===== src/sv/u8sv_pkg.sv =====
// Shared types and constants for the UTF-8 stream validator.
package u8sv_pkg;

  localparam int unsigned CountW = 16;
  localparam logic [CountW-1:0] COUNT_MAX = 16'hFFFF;

  // Lead and continuation byte masks with their match patterns.
  localparam logic [7:0] MASK_ASCII = 8'b1000_0000;
  localparam logic [7:0] MASK_CONT  = 8'b1100_0000;
  localparam logic [7:0] MASK_LEAD2 = 8'b1110_0000;
  localparam logic [7:0] MASK_LEAD3 = 8'b1111_0000;
  localparam logic [7:0] MASK_LEAD4 = 8'b1111_1000;

  localparam logic [7:0] PAT_ASCII = 8'b0000_0000;
  localparam logic [7:0] PAT_CONT  = 8'b1000_0000;
  localparam logic [7:0] PAT_LEAD2 = 8'b1100_0000;
  localparam logic [7:0] PAT_LEAD3 = 8'b1110_0000;
  localparam logic [7:0] PAT_LEAD4 = 8'b1111_0000;

  typedef struct packed {
    logic [7:0] data_byte;
    logic       last_byte;
  } byte_item_t;

endpackage


===== src/sv/utf8_stream_validator.sv =====
// Top level of the UTF-8 stream validator.
//
// The input channel (in_valid, in_ready, in_data_byte, in_last_byte) carries
// one message byte per transaction; in_last_byte marks the final byte of a
// message. The result channel (out_valid, out_ready, out_is_valid,
// out_code_point_count) carries one transaction per message, issued for
// its last byte. out_code_point_count saturates at 65535 and reads zero
// when the message breaks the UTF-8 lead/continuation byte structure.
//
// A byte is taken every cycle while in_ready is high. It is checked while it
// sits in the input register; out_valid rises once the checker takes its last
// byte into the result register. Throughput is one byte per cycle; the only
// limit is the single result register, which must be free or draining before
// the next last byte can pass the checker.
//
// While out_ready is low, bytes that are not the end of a message keep
// flowing; a last byte waits in the input register while a result is held
// and in_ready drops once it is full. Synchronous reset (rst_n low) empties
// both registers and clears the pending count, error flag and counter.
module utf8_stream_validator (
  input  logic                         clk,
  input  logic                         rst_n,
  input  logic                         in_valid,
  output logic                         in_ready,
  input  logic [7:0]                   in_data_byte,
  input  logic                         in_last_byte,
  output logic                         out_valid,
  input  logic                         out_ready,
  output logic                         out_is_valid,
  output logic [u8sv_pkg::CountW-1:0]  out_code_point_count
);

  u8sv_pkg::byte_item_t in_item;
  u8sv_pkg::byte_item_t hold_item;
  logic                 hold_valid;
  logic                 hold_take;

  assign in_item.data_byte = in_data_byte;
  assign in_item.last_byte = in_last_byte;

  u8sv_in_reg u_in_reg (
    .clk        (clk),
    .rst_n      (rst_n),
    .in_valid   (in_valid),
    .in_ready   (in_ready),
    .in_item    (in_item),
    .hold_valid (hold_valid),
    .hold_take  (hold_take),
    .hold_item  (hold_item)
  );

  u8sv_check u_check (
    .clk                  (clk),
    .rst_n                (rst_n),
    .hold_valid           (hold_valid),
    .hold_take            (hold_take),
    .hold_item            (hold_item),
    .out_valid            (out_valid),
    .out_ready            (out_ready),
    .out_is_valid         (out_is_valid),
    .out_code_point_count (out_code_point_count)
  );

endmodule


===== src/sv/u8sv_in_reg.sv =====
// Input register stage that holds one byte transaction for the checker.
module u8sv_in_reg (
  input  logic                  clk,
  input  logic                  rst_n,
  input  logic                  in_valid,
  output logic                  in_ready,
  input  u8sv_pkg::byte_item_t  in_item,
  output logic                  hold_valid,
  input  logic                  hold_take,
  output u8sv_pkg::byte_item_t  hold_item
);

  logic                 valid_r;
  u8sv_pkg::byte_item_t item_r;

  // The stage refills in the same cycle that the checker takes its byte.
  assign in_ready   = !valid_r || hold_take;
  assign hold_valid = valid_r;
  assign hold_item  = item_r;

  always_ff @(posedge clk) begin
    if (!rst_n) begin
      valid_r <= 1'b0;
    end else if (in_ready) begin
      valid_r <= in_valid;
    end
  end

  always_ff @(posedge clk) begin
    if (in_valid && in_ready) begin
      item_r <= in_item;
    end
  end

endmodule


===== src/sv/u8sv_check.sv =====
// Sequence checker: pending count, sticky error, code-point counter and result register.
module u8sv_check (
  input  logic                           clk,
  input  logic                           rst_n,
  input  logic                           hold_valid,
  output logic                           hold_take,
  input  u8sv_pkg::byte_item_t           hold_item,
  output logic                           out_valid,
  input  logic                           out_ready,
  output logic                           out_is_valid,
  output logic [u8sv_pkg::CountW-1:0]    out_code_point_count
);

  logic [1:0]                    pend_r, pend_nxt;
  logic                          err_r, err_nxt;
  logic [u8sv_pkg::CountW-1:0]   cnt_r, cnt_nxt;
  logic                          res_valid_r;
  logic                          res_ok_r, res_ok_nxt;
  logic [u8sv_pkg::CountW-1:0]   res_cnt_r;
  logic                          counted;
  logic [7:0]                    b;

  assign b = hold_item.data_byte;

  // A last byte can only move on when the result register is free or draining.
  assign hold_take = hold_valid &&
                     (!hold_item.last_byte || !res_valid_r || out_ready);

  always_comb begin
    pend_nxt = pend_r;
    err_nxt  = err_r;
    counted  = 1'b0;
    if (pend_r != 2'd0) begin
      if ((b & u8sv_pkg::MASK_CONT) != u8sv_pkg::PAT_CONT) begin
        err_nxt = 1'b1;
      end
      pend_nxt = pend_r - 2'd1;
    end else if ((b & u8sv_pkg::MASK_ASCII) == u8sv_pkg::PAT_ASCII) begin
      counted = 1'b1;
    end else if ((b & u8sv_pkg::MASK_LEAD2) == u8sv_pkg::PAT_LEAD2) begin
      counted  = 1'b1;
      pend_nxt = 2'd1;
    end else if ((b & u8sv_pkg::MASK_LEAD3) == u8sv_pkg::PAT_LEAD3) begin
      counted  = 1'b1;
      pend_nxt = 2'd2;
    end else if ((b & u8sv_pkg::MASK_LEAD4) == u8sv_pkg::PAT_LEAD4) begin
      counted  = 1'b1;
      pend_nxt = 2'd3;
    end else begin
      err_nxt = 1'b1;
    end
    cnt_nxt = cnt_r;
    if (counted && (cnt_r < u8sv_pkg::COUNT_MAX)) begin
      cnt_nxt = cnt_r + 1'b1;
    end
    res_ok_nxt = !err_nxt && (pend_nxt == 2'd0);
  end

  always_ff @(posedge clk) begin
    if (!rst_n) begin
      pend_r      <= 2'd0;
      err_r       <= 1'b0;
      cnt_r       <= '0;
      res_valid_r <= 1'b0;
    end else begin
      if (hold_take && hold_item.last_byte) begin
        res_valid_r <= 1'b1;
      end else if (out_ready) begin
        res_valid_r <= 1'b0;
      end
      if (hold_take) begin
        if (hold_item.last_byte) begin
          // End of message: publish the result and start the next one clean.
          pend_r <= 2'd0;
          err_r  <= 1'b0;
          cnt_r  <= '0;
        end else begin
          pend_r <= pend_nxt;
          err_r  <= err_nxt;
          cnt_r  <= cnt_nxt;
        end
      end
    end
  end

  always_ff @(posedge clk) begin
    if (hold_take && hold_item.last_byte) begin
      res_ok_r  <= res_ok_nxt;
      res_cnt_r <= res_ok_nxt ? cnt_nxt : '0;
    end
  end

  assign out_valid            = res_valid_r;
  assign out_is_valid         = res_ok_r;
  assign out_code_point_count = res_cnt_r;

endmodule

===== config.mk =====
export PLATFORM = sky130hd
export DESIGN_NAME = utf8_stream_validator
export DESIGN_NICKNAME = d
export VERILOG_FILES = /design/src/sv/u8sv_pkg.sv /design/src/sv/utf8_stream_validator.sv /design/src/sv/u8sv_in_reg.sv /design/src/sv/u8sv_check.sv
export SDC_FILE = /design/constraint.sdc
export NUM_CORES = 1
export LEC_CHECK = 0
export BUFFER_PORTS_ARGS = -buffer_cell sky130_fd_sc_hd__buf_4
export CAP_MARGIN = 30
export CORE_ASPECT_RATIO = 1.4
export CORE_MARGIN = 2
export CORE_UTILIZATION = 35
export CTS_BUF_LIST = sky130_fd_sc_hd__clkbuf_2 sky130_fd_sc_hd__clkbuf_4 sky130_fd_sc_hd__clkbuf_8
export DETAILED_ROUTE_END_ITERATION = 12
export GPL_TIMING_DRIVEN = 0
export SETUP_SLACK_MARGIN = 0.2
export SYNTH_ARGS = -nofsm -noshare
export SYNTH_HDL_FRONTEND = slang
export SYNTH_SLANG_ARGS = --single-unit

===== constraint.sdc =====
create_clock -name clk -period 2.55 [get_ports clk]
set_input_delay 0.255 -clock clk [delete_from_list [all_inputs] [get_ports clk]]
set_output_delay 0.255 -clock clk [all_outputs]
set_load 0.01 [all_outputs]

==> results.md, run 1 <==
- After global routing the overflow that remains totals 0.
- At the pin with the least slew margin, the transition time is 0.8458 ns.
- Of the total power, registers draw 57.5%.
- The sequential cell area is 1111 µm².
- For this design the top-level I/O count stands at 32.
- Post-CTS repair changed the size of 0 cells.
- Dividing the final minimum period by the clock period gives 84.00%.
- The analysis attributes to cell leakage a power of 0.9404 nW.
- The floorplan step set the die height to 98.55 µm.
- The final wirelength is 4636 µm.
- The number of antenna violations at the first check in global routing was 0.
- The DRC violation total after the first TritonRoute iteration is 93.
- Global routing consumed, over all layers together, 14.14% of the routing resources.
- The arrival time of data at the critical path endpoint is 2.16 ns.
- The utilization after layout is 42.57%.
- The final-report hold violation count is 0.
- The placeable core area is 6211 µm².
- The remaining antenna violation count after routing is 0.
- The worst slack after detailed placement is 0.3716 ns.
- The mapped netlist covers 2235 µm².
- Combinational logic burns 7.5% of the power.
- Setup violations remaining at the end of the flow were counted as 0.
- Once the floorplan was initialized, standard cells occupied 35.98% of the core.
- The total CTS buffers is 5.
- The die covers 7049 µm².
- The later pin in the worst-skew pair is clocked with a latency of 0.30 ns.
- The antenna diode count is 0.
- The maximum number of pins on one net before global-route repair is 14.
- CTS saw 44 sinks.
- The multi-input combinational cells in the finished layout cover a total of 1020 µm².
- The detailed-route DRC error count is 0.
- The count of max-cap constraint violations is 0.
- The part of the power in the clock network is 34.9%.
- TritonCTS built the clock tree.
- Summing the sequential cell areas from Yosys gives 49.72% of the chip area.
- The via count of the first global-routing pass was 1625.
- Setup slack closes at 0.4080 ns.
- The worst-case IR drop observed on VDD is 0.0002400 V.
- Cells with a size suffix above 1 make up 25.29% of the layout.
- The first TritonRoute pass finished after 4 iterations.
- The tree is rooted in a clkbuf_8.
- The analysis attributes to net switching a power of 0.3099 mW.
- The most used flip-flop cell after synthesis is edfxtp_1.
- The count of input and output buffers is 28.
- Counting every net in the synthesized netlist gives 238.
- The worst path needs 2.142 ns of the cycle, external delays included.
- STA classifies the critical path endpoint as a register.
- At the end of routability-driven placement, the weighted congestion stood at 0.8827.
- For this design, the CTS-stage hold fixing added 0 buffers.
- The max-slew violation count is 0.
- For this block, the via count after detailed routing is 1767.
- The type of the most critical hold path is in -> reg.
- The flow ran to the end, and the final reports show no timing, DRC or antenna violations.
- For this run, the post-layout net count is 274.
- For this design the ratio of total power to cell area is 508.3 nW/µm².
- The worst setup path is of the reg -> reg kind.
- The tightest slew margin relative to the limit is 43.41%.
- Of all nets on the critical path, the largest fanout is 9.
- No sink is reached through more buffers than the 2 on the longest clock path.
- Detailed placement ended at an HPWL of 3473 µm.
- For the final routed database, the setup TNS stands at 0 ns.
- The first global-routing pass estimated 7755 µm of wire.
- In this run, distinct cell masters in the synthesized netlist total 52.
- The worst clock skew is 0.003941 ns.
- The detailed-route wire length per cell is 13.92 µm.
- The overall power is 1.344 mW.
- Synthesis inferred 44 register bits.
- Synthesis produced a netlist whose cell count is 224.
- The H-tree was split into 2 levels.
- The floorplan step set the die width to 71.53 µm.
- The cell-internal power is 1.034 mW.
- Static timing analysis puts the maximum clock frequency at 0.4669 GHz.
- The number of fill cells is 606.
- The startpoint type of the worst setup path is a register.
- The number of rows created at floorplan is 34.
- After synthesis, the share of flip-flops with an asynchronous set or reset is 0%.
- Setup repair after global routing left no endpoint under its margin.
- The clock transition at the register clock pins on the worst setup and hold paths after CTS is 0.08 ns.
- The Yosys step of the flow raised 0 warnings.
- The per-instance average area after synthesis is 9.976 µm².
- The number of enable-type register cells in the synthesized netlist is 23.
- The area growth from synthesis to final layout is 18.31%.
- The post-CTS repair timing setup buffer count is 0.
- For the worst setup path, the data required time is 2.57 ns.
- After detailed routing, the number of vias per cell comes to 5.306.
- Net switching is 23.06% of the power.
[power by group through the flow]
stage / Clock [mW] / Combinational, mW / Sequential, mW
floorplan: 0 / 0.0530 / 0.793
global placement: 0 / 0.100 / 0.789
detailed placement: 0 / 0.103 / 0.790
CTS: 0.488 / 0.103 / 0.773
global route: 0.513 / 0.113 / 0.775
finish: 0.470 / 0.101 / 0.773
[layer usage]
metal,vias to the layer above,wire (µm),part of all wire [%],track usage (%)
met3,8,169,3.6,3.170
met5,-,0,0,0
met2,43,2466,53,25.64
met1,829,1904,41,15.46
li1,887,-,-,-
met4,0,95,2.0,6.096
[worst paths after layout]
| kind | from | endpoint | slack (ns) | depth (start not counted) |
|---|---|---|---|---|
| min reg2reg | u_check.cnt_r[15] | u_check.cnt_r[15] | 0.52 | 1 |
| max reg2reg | u_in_reg.hold_item[0] | u_check.out_code_point_count[0] | 0.41 | 4 |
| max | u_in_reg.hold_item[0] | u_check.out_code_point_count[0] | 0.41 | 4 |
| min | in_data_byte[3] | u_in_reg.hold_item[4] | 0.12 | 1 |
[cell type report]
cell class	instances	area share [%]
Tap cell	72	3.407
Timing Repair Buffer	29	8.377
Clock buffer	7	3.407
Buffer	14	3.360
Multi-Input combinational cell	162	38.57
Sequential cell	44	42.03
Clock inverter	1	0.2840
Inverter	4	0.5679
[synth_stat cells (2+ instances only)]
| library cell | n | area [µm²] |
|---|---|---|
| dfxtp_1 | 21 | 420.4 |
| clkbuf_1 | 2 | 7.510 |
| nand2_1 | 15 | 56.30 |
| o211a_1 | 2 | 20.02 |
| buf_4 | 6 | 45.04 |
| a31oi_1 | 9 | 56.30 |
| nor2b_1 | 3 | 18.77 |
| a21boi_0 | 3 | 22.52 |
| nand3_2 | 2 | 20.02 |
| nor4_1 | 9 | 56.30 |
| xnor2_1 | 14 | 122.6 |
| nand2b_1 | 5 | 31.28 |
| and3_1 | 3 | 18.77 |
| a21oi_1 | 11 | 55.05 |
| and2_1 | 3 | 18.77 |
| inv_1 | 4 | 15.01 |
| or2_2 | 3 | 18.77 |
| edfxtp_1 | 23 | 690.7 |
| nand3_1 | 4 | 20.02 |
| nand4_1 | 10 | 62.56 |
| o21ai_0 | 7 | 35.03 |
| nor3_1 | 6 | 30.03 |
| clkbuf_2 | 2 | 10.01 |
| nor2_1 | 25 | 93.84 |
| nor2_2 | 2 | 12.51 |
| buf_2 | 3 | 15.01 |
| nor3b_1 | 2 | 15.01 |
[worst max-delay path, stage by stage (launching register included)]
cell and delay, ns:
edfxtp_1 0.52, inv_1 0.17, o21ai_1 0.21, nor2_1 0.70, buf_6 0.24
[metrics by stage]
step | hold slack, ns | cells | instance area (µm²)
3_3_place_gp | 0.4331 | 324 | 2535
4_1_cts | 0.1189 | 333 | 2644
3_5_place_dp | 0.4343 | 325 | 2546
2_1_floorplan | 0.3539 | 224 | 2235
6_report | 0.1235 | 333 | 2644
5_1_grt | 0.1089 | 333 | 2644
[flip-flops by register name, summed over array words and instances (netlist names)]
name / cells
u_check.err_r: 1
u_check.pend_r: 2
u_check.out_is_valid: 1
u_check.out_code_point_count: 16
u_in_reg.hold_valid: 1
u_in_reg.hold_item: 6
u_check.out_valid: 1
u_check.cnt_r: 16
[logic make-up after synthesis]
family,count (synthesis),share of synthesized area (%)
adder cells (fa/ha/maj),1,0.5598
buffers and inverters,18,4.647
AO/OA/AOI/OAI,43,12.43
XOR/XNOR,15,5.879
AND/OR/NAND/NOR,101,25.81
multiplexers,2,0.9518
flip-flops,44,49.72
[cells in the final DEF, fill, tap and decap left out, types with 5 or more instances in the layout]
| master | netlist | layout |
|---|---|---|
| o21ai_0 | 7 | 7 |
| nor3_1 | 6 | 6 |
| nor2_1 | 25 | 25 |
| xnor2_1 | 14 | 14 |
| nand2_1 | 15 | 15 |
| a31oi_1 | 9 | 9 |
| dfxtp_1 | 21 | 21 |
| nand4_1 | 10 | 10 |
| edfxtp_1 | 23 | 23 |
| a21oi_1 | 11 | 11 |
| nand2b_1 | 5 | 5 |
| buf_4 | 6 | 34 |
| nor4_1 | 9 | 9 |
| clkbuf_8 | 0 | 6 |
(Power assumes the default switching activity.)
==> inputs of run 2 (changes only) <==
==> constraint.sdc (replaced) <==
create_clock -name clk -period 2.2 [get_ports clk]
set_input_delay 0.22 -clock clk [delete_from_list [all_inputs] [get_ports clk]]
set_output_delay 0.22 -clock clk [all_outputs]
set_load 0.01 [all_outputs]
==> run 2 against run 1 <==
  * Core utilization grew 0.71 points
  * Sequential power up 16%
  * Cell area grew 1.7%
  * Critical path type unchanged
  * Non-clock buffer count is 1 higher
  * Fmax increased by 11%
  * Highest routed layer unchanged
  * Global-route usage hardly changed
  * Clock skew is 0.0027 ns higher
  * Total power increased by 16%
  * Sequential share of layout area shrank 0.64 points
  * Clock power rose by 16%
  * Combinational power is 19% higher
  * Via count unchanged
==> results.md, run 2 (synthesis gave the netlist of run 1 again) <==
- The number of fill cells is 601 (-0.83%).
- Leaving out fill and tap cells, the most frequent cell in the layout is buf_4.
- The maximum achievable frequency was 0.5199 GHz (+11%).
- The arrival time of data at the critical path endpoint was 1.96 ns (-0.20 ns).
- The count of input and output buffers is 28 (unchanged).
- The flow ran to the end, and the final reports show no timing, DRC or antenna violations.
- The die extent in x was 71.53 µm (unchanged).
- The routability-driven placement congestion ratio is 0.8827 (unchanged).
- The detailed-route DRC error count is 0 (unchanged).
- The depth of the worst hold-timing path came to 1 (unchanged).
- The TritonCTS sink count is 44 (unchanged).
- The final-report hold violation count was 0 (unchanged).
- The type of the most critical hold path is in -> reg.
- The CTS root buffer is clkbuf_8.
- The biggest fanout along the worst timing path is 7 (-2).
- The data required time of the worst path was 2.24 ns (-0.33 ns).
- The area growth from synthesis to final layout is 20.27%.
- The leakage power of the design is 0.9511 nW (+1.1%).
- The largest voltage drop on the vdd net came to 0.0002779 V (+16%).
- The worst clock skew was 0.006689 ns (+0.002748 ns).
- The via density per instance is 5.290 (-0.30%).
- TritonCTS built the clock tree.
- The antenna diode count is 0 (unchanged).
- The sum of overflow across all layers after global routing is 0 (unchanged).
- The fraction of layout instances using a drive strength above 1 came to 28.24% (+3.0 points).
- The critical path is of the reg -> reg type.
- The DRC violation total after the first TritonRoute iteration is 126 (+35%).
- The first-pass iteration count of the detailed router is 4 (unchanged).
- The vias after detailed routing is 1767 (unchanged).
- The actual slew at the worst max-slew pin is 0.5834 ns (-0.2624 ns).
- The count of max-cap constraint violations is 0 (unchanged).
- The count of final setup violators came to 0 (unchanged).
- The final wirelength came to 4722 µm (+1.9%).
- The maximum level of the CTS H-tree is 2 (unchanged).
- The total power divided by cell area is 581.2 nW/µm² (+14%).
- The number of rows created at floorplan is 34 (unchanged).
- The number of antenna violations at the first check in global routing was 0 (unchanged).
- The detailed-route wire length per cell is 14.14 µm (+1.6%).
- The final critical-path required period was 1.923 ns (-0.2186 ns).
- The worst-case hold slack came to 0.09036 ns (-0.03318 ns).
- The max-slew violation count is 0 (unchanged).
- The final period utilization is 87.43% (+3.4 points).
- The post-detailed-placement half-perimeter wirelength is 3473 µm (unchanged).
- The via count of the first global-routing pass was 1633 (+0.49%).
- The final-stage net count came to 275 (+0.36%).
- The number of cells traversed by the worst register-to-register path is 5 (+1).
- The initial standard-cell utilization of the core is 35.98% (unchanged).
- The number of buffers on the longest clock path came to 2 (unchanged).
- The total CTS buffers is 5 (unchanged).
- The total die area was 7049 µm² (unchanged).
- The source-to-sink clock delay at the later pin of the worst-skew pair came to 0.30 ns (about the same).
- The worst setup path is launched from a register.
- The die height is 98.55 µm (unchanged).
- The overall routing resource usage came to 14.16% (+0.021 points).
- The clock transition at the register clock pins on the worst setup and hold paths after CTS is 0.08 ns (about the same).
- The top cell types in the final layout, fill and taps aside, are 35 x buf_4, 24 x nor2_1, 23 x edfxtp_1.
- The setup slack on the worst flop-to-flop path came to 0.28 ns (-0.13 ns).
- The final total negative setup slack is 0 ns (unchanged).
- The remaining antenna violation count after routing is 0 (unchanged).
- The quantity of hold-fixing buffers added after cts is 0 (unchanged).
- Setup repair after global routing could not meet its margin everywhere.
- STA classifies the critical path endpoint as a register.
- The tightest slew margin relative to the limit was 60.75% (+17 points).
- The maximum number of pins on one net before global-route repair came to 14 (unchanged).
- The count of pins on the block boundary was 32 (unchanged).
- The placeable core area is 6211 µm² (unchanged).
- The first-pass GRT wire length is 7783 µm (+0.36%).
## run 2: path summary, 6_finish.rpt
kind | startpoint | to
min reg2reg | u_check.cnt_r[15] | u_check.cnt_r[15]
min | in_data_byte[3] | u_in_reg.hold_item[4]
max | u_in_reg.hold_item[8] | u_check.out_code_point_count[12]
max reg2reg | u_in_reg.hold_item[8] | u_check.out_code_point_count[12]
## run 2: stage by stage
step	cells	utilization (%)	setup slack (ns)	instance area [µm²]	power (mW)
after floorplan	224	-	0.2760	2235	0.9802
after global placement	324	40.81	-0.2435	2535	1.031
after detailed placement	325	41.00	0.02163	2546	1.035
after CTS	334	42.87	0.2116	2663	1.583
after global routing	334	43.27	0.1280	2688	1.628
final	334	43.27	0.2766	2688	1.562
## run 2: repair_timing
item | in CTS | in global routing
buffers inserted | 1 | 0
endpoints found under the setup margin | 29 | 37
gates cloned | 0 | 0
pin swaps | 0 | 1
resized for setup | 4 | 4
## run 2: routing by layer
layer / vias to the layer above / track usage [%] / routed length (µm) / share of wire, %
met5: - / 0 / 0 / 0
met4: 0 / 6.096 / 93 / 2.0
met3: 8 / 3.170 / 146 / 3.1
met2: 32 / 25.78 / 2479 / 52
met1: 836 / 15.40 / 2002 / 42
li1: 891 / - / - / -
## run 2: report_power, final
group          switching [mW]  total [mW]  internal, mW
combinational          0.0711       0.120        0.0491
clock                   0.277       0.545         0.268
sequential             0.0141       0.897         0.883
## run 2: critical path, stage by stage, from the launching register on
cell	delay, ns
edfxtp_1	0.46
nand2b_1	0.18
nand3_2	0.19
nor4_1	0.59
xnor2_1	0.18
nor2_1	0.05
## run 2: final cells by class
cell class	instances	area, µm²	share of cell area [%]
timing repair buffer	30	229.0	8.520
inverter	4	15.01	0.5587
clock inverter	1	7.507	0.2793
sequential	44	1112	41.39
multi-input combinational	162	1055	39.25
buffer	14	88.84	3.305
clock buffer	7	90.09	3.352
tap	72	90.09	3.352
==> inputs of run 3 (changes only) <==
--- a/config.mk
+++ b/config.mk
@@ -10,7 +10,7 @@
 export CORE_ASPECT_RATIO = 1.4
 export CORE_MARGIN = 2
 export CORE_UTILIZATION = 35
-export CTS_BUF_LIST = sky130_fd_sc_hd__clkbuf_2 sky130_fd_sc_hd__clkbuf_4 sky130_fd_sc_hd__clkbuf_8
+export CTS_BUF_LIST = sky130_fd_sc_hd__clkbuf_4
 export DETAILED_ROUTE_END_ITERATION = 12
 export GPL_TIMING_DRIVEN = 0
 export SETUP_SLACK_MARGIN = 0.2
==> run 3 against run 2 <==
  * Cell area shrank 0.51%
  * Largest cell class unchanged
  * Total power fell by 9.3%
  * Register-to-register slack barely moved
  * Clock power fell by 27%
  * First-iteration DRC count down 16%
  * Largest power group unchanged
  * Die area unchanged
  * Highest routed layer unchanged
==> results.md, run 3 (synthesis gave the netlist of run 1 again) <==
- The flow ran to the end, and the final reports show no timing, DRC or antenna violations.
- The top cell types in the final layout, fill and taps aside, are 35 x buf_4, 24 x nor2_1, 23 x edfxtp_1.
- The critical path in this run is classified as reg -> reg.
- The via density per instance came to 5.301 (+0.21%).
- The final period utilization is 87.15% (-0.28 points).
- The actual slew at the worst max-slew pin is 0.5888 ns (+0.005367 ns).
- The TritonCTS sink count came to 44 (unchanged).
- The most common library cell in the layout ignoring fill and taps is buf_4.
- Compared with the post-synthesis result, the final layout area differs by 19.65%.
- The die extent in x is 71.53 µm (unchanged).
- The die height is 98.55 µm (unchanged).
- The final-report hold violation count came to 0 (unchanged).
- The count of input and output buffers is 28 (unchanged).
- The cell sitting at the root of the clock tree is a clkbuf_4.
- The maximum level of the CTS H-tree is 2 (unchanged).
- The detailed-route wire length on metal 1 was 1914 µm (-4.4%).
- The detailed-route DRC error count was 0 (unchanged).
- The utilization after layout is 43.05% (-0.22 points).
- The worst-case hold slack was 0.02563 ns (-0.06473 ns).
- The routability-driven placement congestion ratio is 0.8827 (unchanged).
- The worst clock skew was 0.009041 ns (+0.002352 ns).
- The overall routing resource usage was 13.85% (-0.32 points).
- The final wirelength is 4667 µm (-1.2%).
- The antenna diode count is 0 (unchanged).
- The number of buffers on the longest clock path is 2 (unchanged).
- The remaining antenna violation count after routing is 0 (unchanged).
- The total CTS buffers was 5 (unchanged).
- The first-pass iteration count of the detailed router is 4 (unchanged).
- The detailed route wirelength on metal3 is 199 µm (+36%).
- The first-pass GRT wire length is 7686 µm (-1.2%).
- The maximum achievable frequency is 0.5216 GHz (+0.32%).
- The fraction of layout instances using a drive strength above 1 was 28.90% (+0.65 points).
- The total die area is 7049 µm² (unchanged).
- The type of the most critical hold path is in -> reg.
- The detailed-route wire length per cell is 13.93 µm (-1.5%).
- The leakage power of the design is 0.9562 nW (+0.54%).
- The vias after detailed routing was 1776 (+0.51%).
- The critical path goes through nand2b_1 -> nand3_2 -> nor4_1 -> xnor2_1 -> nor2_1.
- The worst setup path is launched from a register.
- The tightest slew margin relative to the limit is 60.57% (-0.18 points).
- The arrival time of data at the critical path endpoint came to 2.04 ns (+0.08 ns).
- The largest voltage drop on the vdd net is 0.0002946 V (+6.0%).
- The count of max-cap constraint violations is 0 (unchanged).
- The number of antenna violations at the first check in global routing is 0 (unchanged).
- The uppermost metal layer occupied by signal nets is met4.
- The quantity of hold-fixing buffers added after cts is 0 (unchanged).
- The count of final setup violators is 0 (unchanged).
- The DRC violation total after the first TritonRoute iteration is 106 (-16%).
- TritonCTS built the clock tree.
- Setup repair after global routing could not meet its margin everywhere.
- The met2 wire length is 2475 µm (-0.16%).
- The largest stage delay on the critical path is 0.59 ns (about the same).
- The source-to-sink clock delay at the later pin of the worst-skew pair is 0.36 ns (+0.06 ns).
- The count of pins on the block boundary is 32 (unchanged).
- The initial standard-cell utilization of the core is 35.98% (unchanged).
- The total power divided by cell area is 529.7 nW/µm² (-8.9%).
- The slowest stage of the critical path belongs to the cell nor4_1.
- The maximum number of pins on one net before global-route repair is 14 (unchanged).
- The final critical-path required period was 1.917 ns (-0.006113 ns).
- The clock transition at the register clock pins on the worst setup and hold paths after CTS was 0.13 ns (+0.05 ns).
- The biggest fanout along the worst timing path was 7 (unchanged).
- The via count of the first global-routing pass is 1630 (-0.18%).
- The max-slew violation count is 0 (unchanged).
- The post-detailed-placement half-perimeter wirelength is 3473 µm (unchanged).
- The number of rows created at floorplan is 34 (unchanged).
- The data required time of the worst path is 2.32 ns (+0.08 ns).
- The final-stage net count came to 276 (+0.36%).
- The sum of overflow across all layers after global routing came to 0 (unchanged).
- The placeable core area is 6211 µm² (unchanged).
- The type of element capturing the critical path is a register.
run 3: changes by cell type in the layout (fill, tap and decap cells not counted), sizes merged:
| cell | change |
|---|---|
| clkdlybuf4s15 | +1 |
| clkinv | +1 |
| clkbuf | -1 |
run 3: power breakdown:
part	leakage (nW)	switching (mW)	internal (mW)
logic	0.555	0.0710	0.0494
clock network	0.0293	0.264	0.134
registers	0.372	0.0141	0.883
total	0.956	0.349	1.07
run 3: worst paths after layout:
check                        start                          endpoint  slack, ns  cells after the start
min                in_data_byte[3]             u_in_reg.hold_item[4]       0.03                      1
min reg2reg      u_check.cnt_r[15]                 u_check.cnt_r[15]       0.53                      1
max reg2reg  u_in_reg.hold_item[8]  u_check.out_code_point_count[12]       0.28                      5
max          u_in_reg.hold_item[8]  u_check.out_code_point_count[12]       0.28                      5
run 3: final cells by class:
type | count | area [µm²]
Buffer | 14 | 90.09
Multi-Input combinational cell | 162 | 1070
Fill cell | 607 | 3537
Timing Repair Buffer | 31 | 240.2
Inverter | 4 | 15.01
Clock inverter | 2 | 11.26
Tap cell | 72 | 90.09
Sequential cell | 44 | 1112
Clock buffer | 6 | 45.04
run 3: timing repair:
item,CTS,global route
gates resized for setup,4,8
endpoints found under the setup margin,29,36
pin swaps,0,2
buffers inserted,0,1
gates cloned,0,1
run 3: critical path, delay by kind of cell (launching register included):
kind	cells	cell delay, ns
xor gates and xnor gates	1	0.18
and+or+nand+nor	4	1.02
DFF	1	0.48
run 3: metal layers:
| layer | GRT usage [%] | up-vias |
|---|---|---|
| met3 | 2.863 | 5 |
| met1 | 15.33 | 834 |
| met5 | 0 | - |
| met2 | 25.64 | 43 |
| met4 | 4.790 | 0 |
| li1 | - | 894 |
run 3: metrics by stage:
step	std cells	power, mW	setup WS [ns]	cell area (µm²)	setup TNS (ns)
2_1_floorplan	224	0.9802	0.2760	2235	0
3_3_place_gp	324	1.031	-0.2435	2535	-4.128
3_5_place_dp	325	1.035	0.02163	2546	0
4_1_cts	333	1.429	0.2259	2614	0
5_1_grt	335	1.478	0.1591	2674	0
6_report	335	1.416	0.2828	2674	0
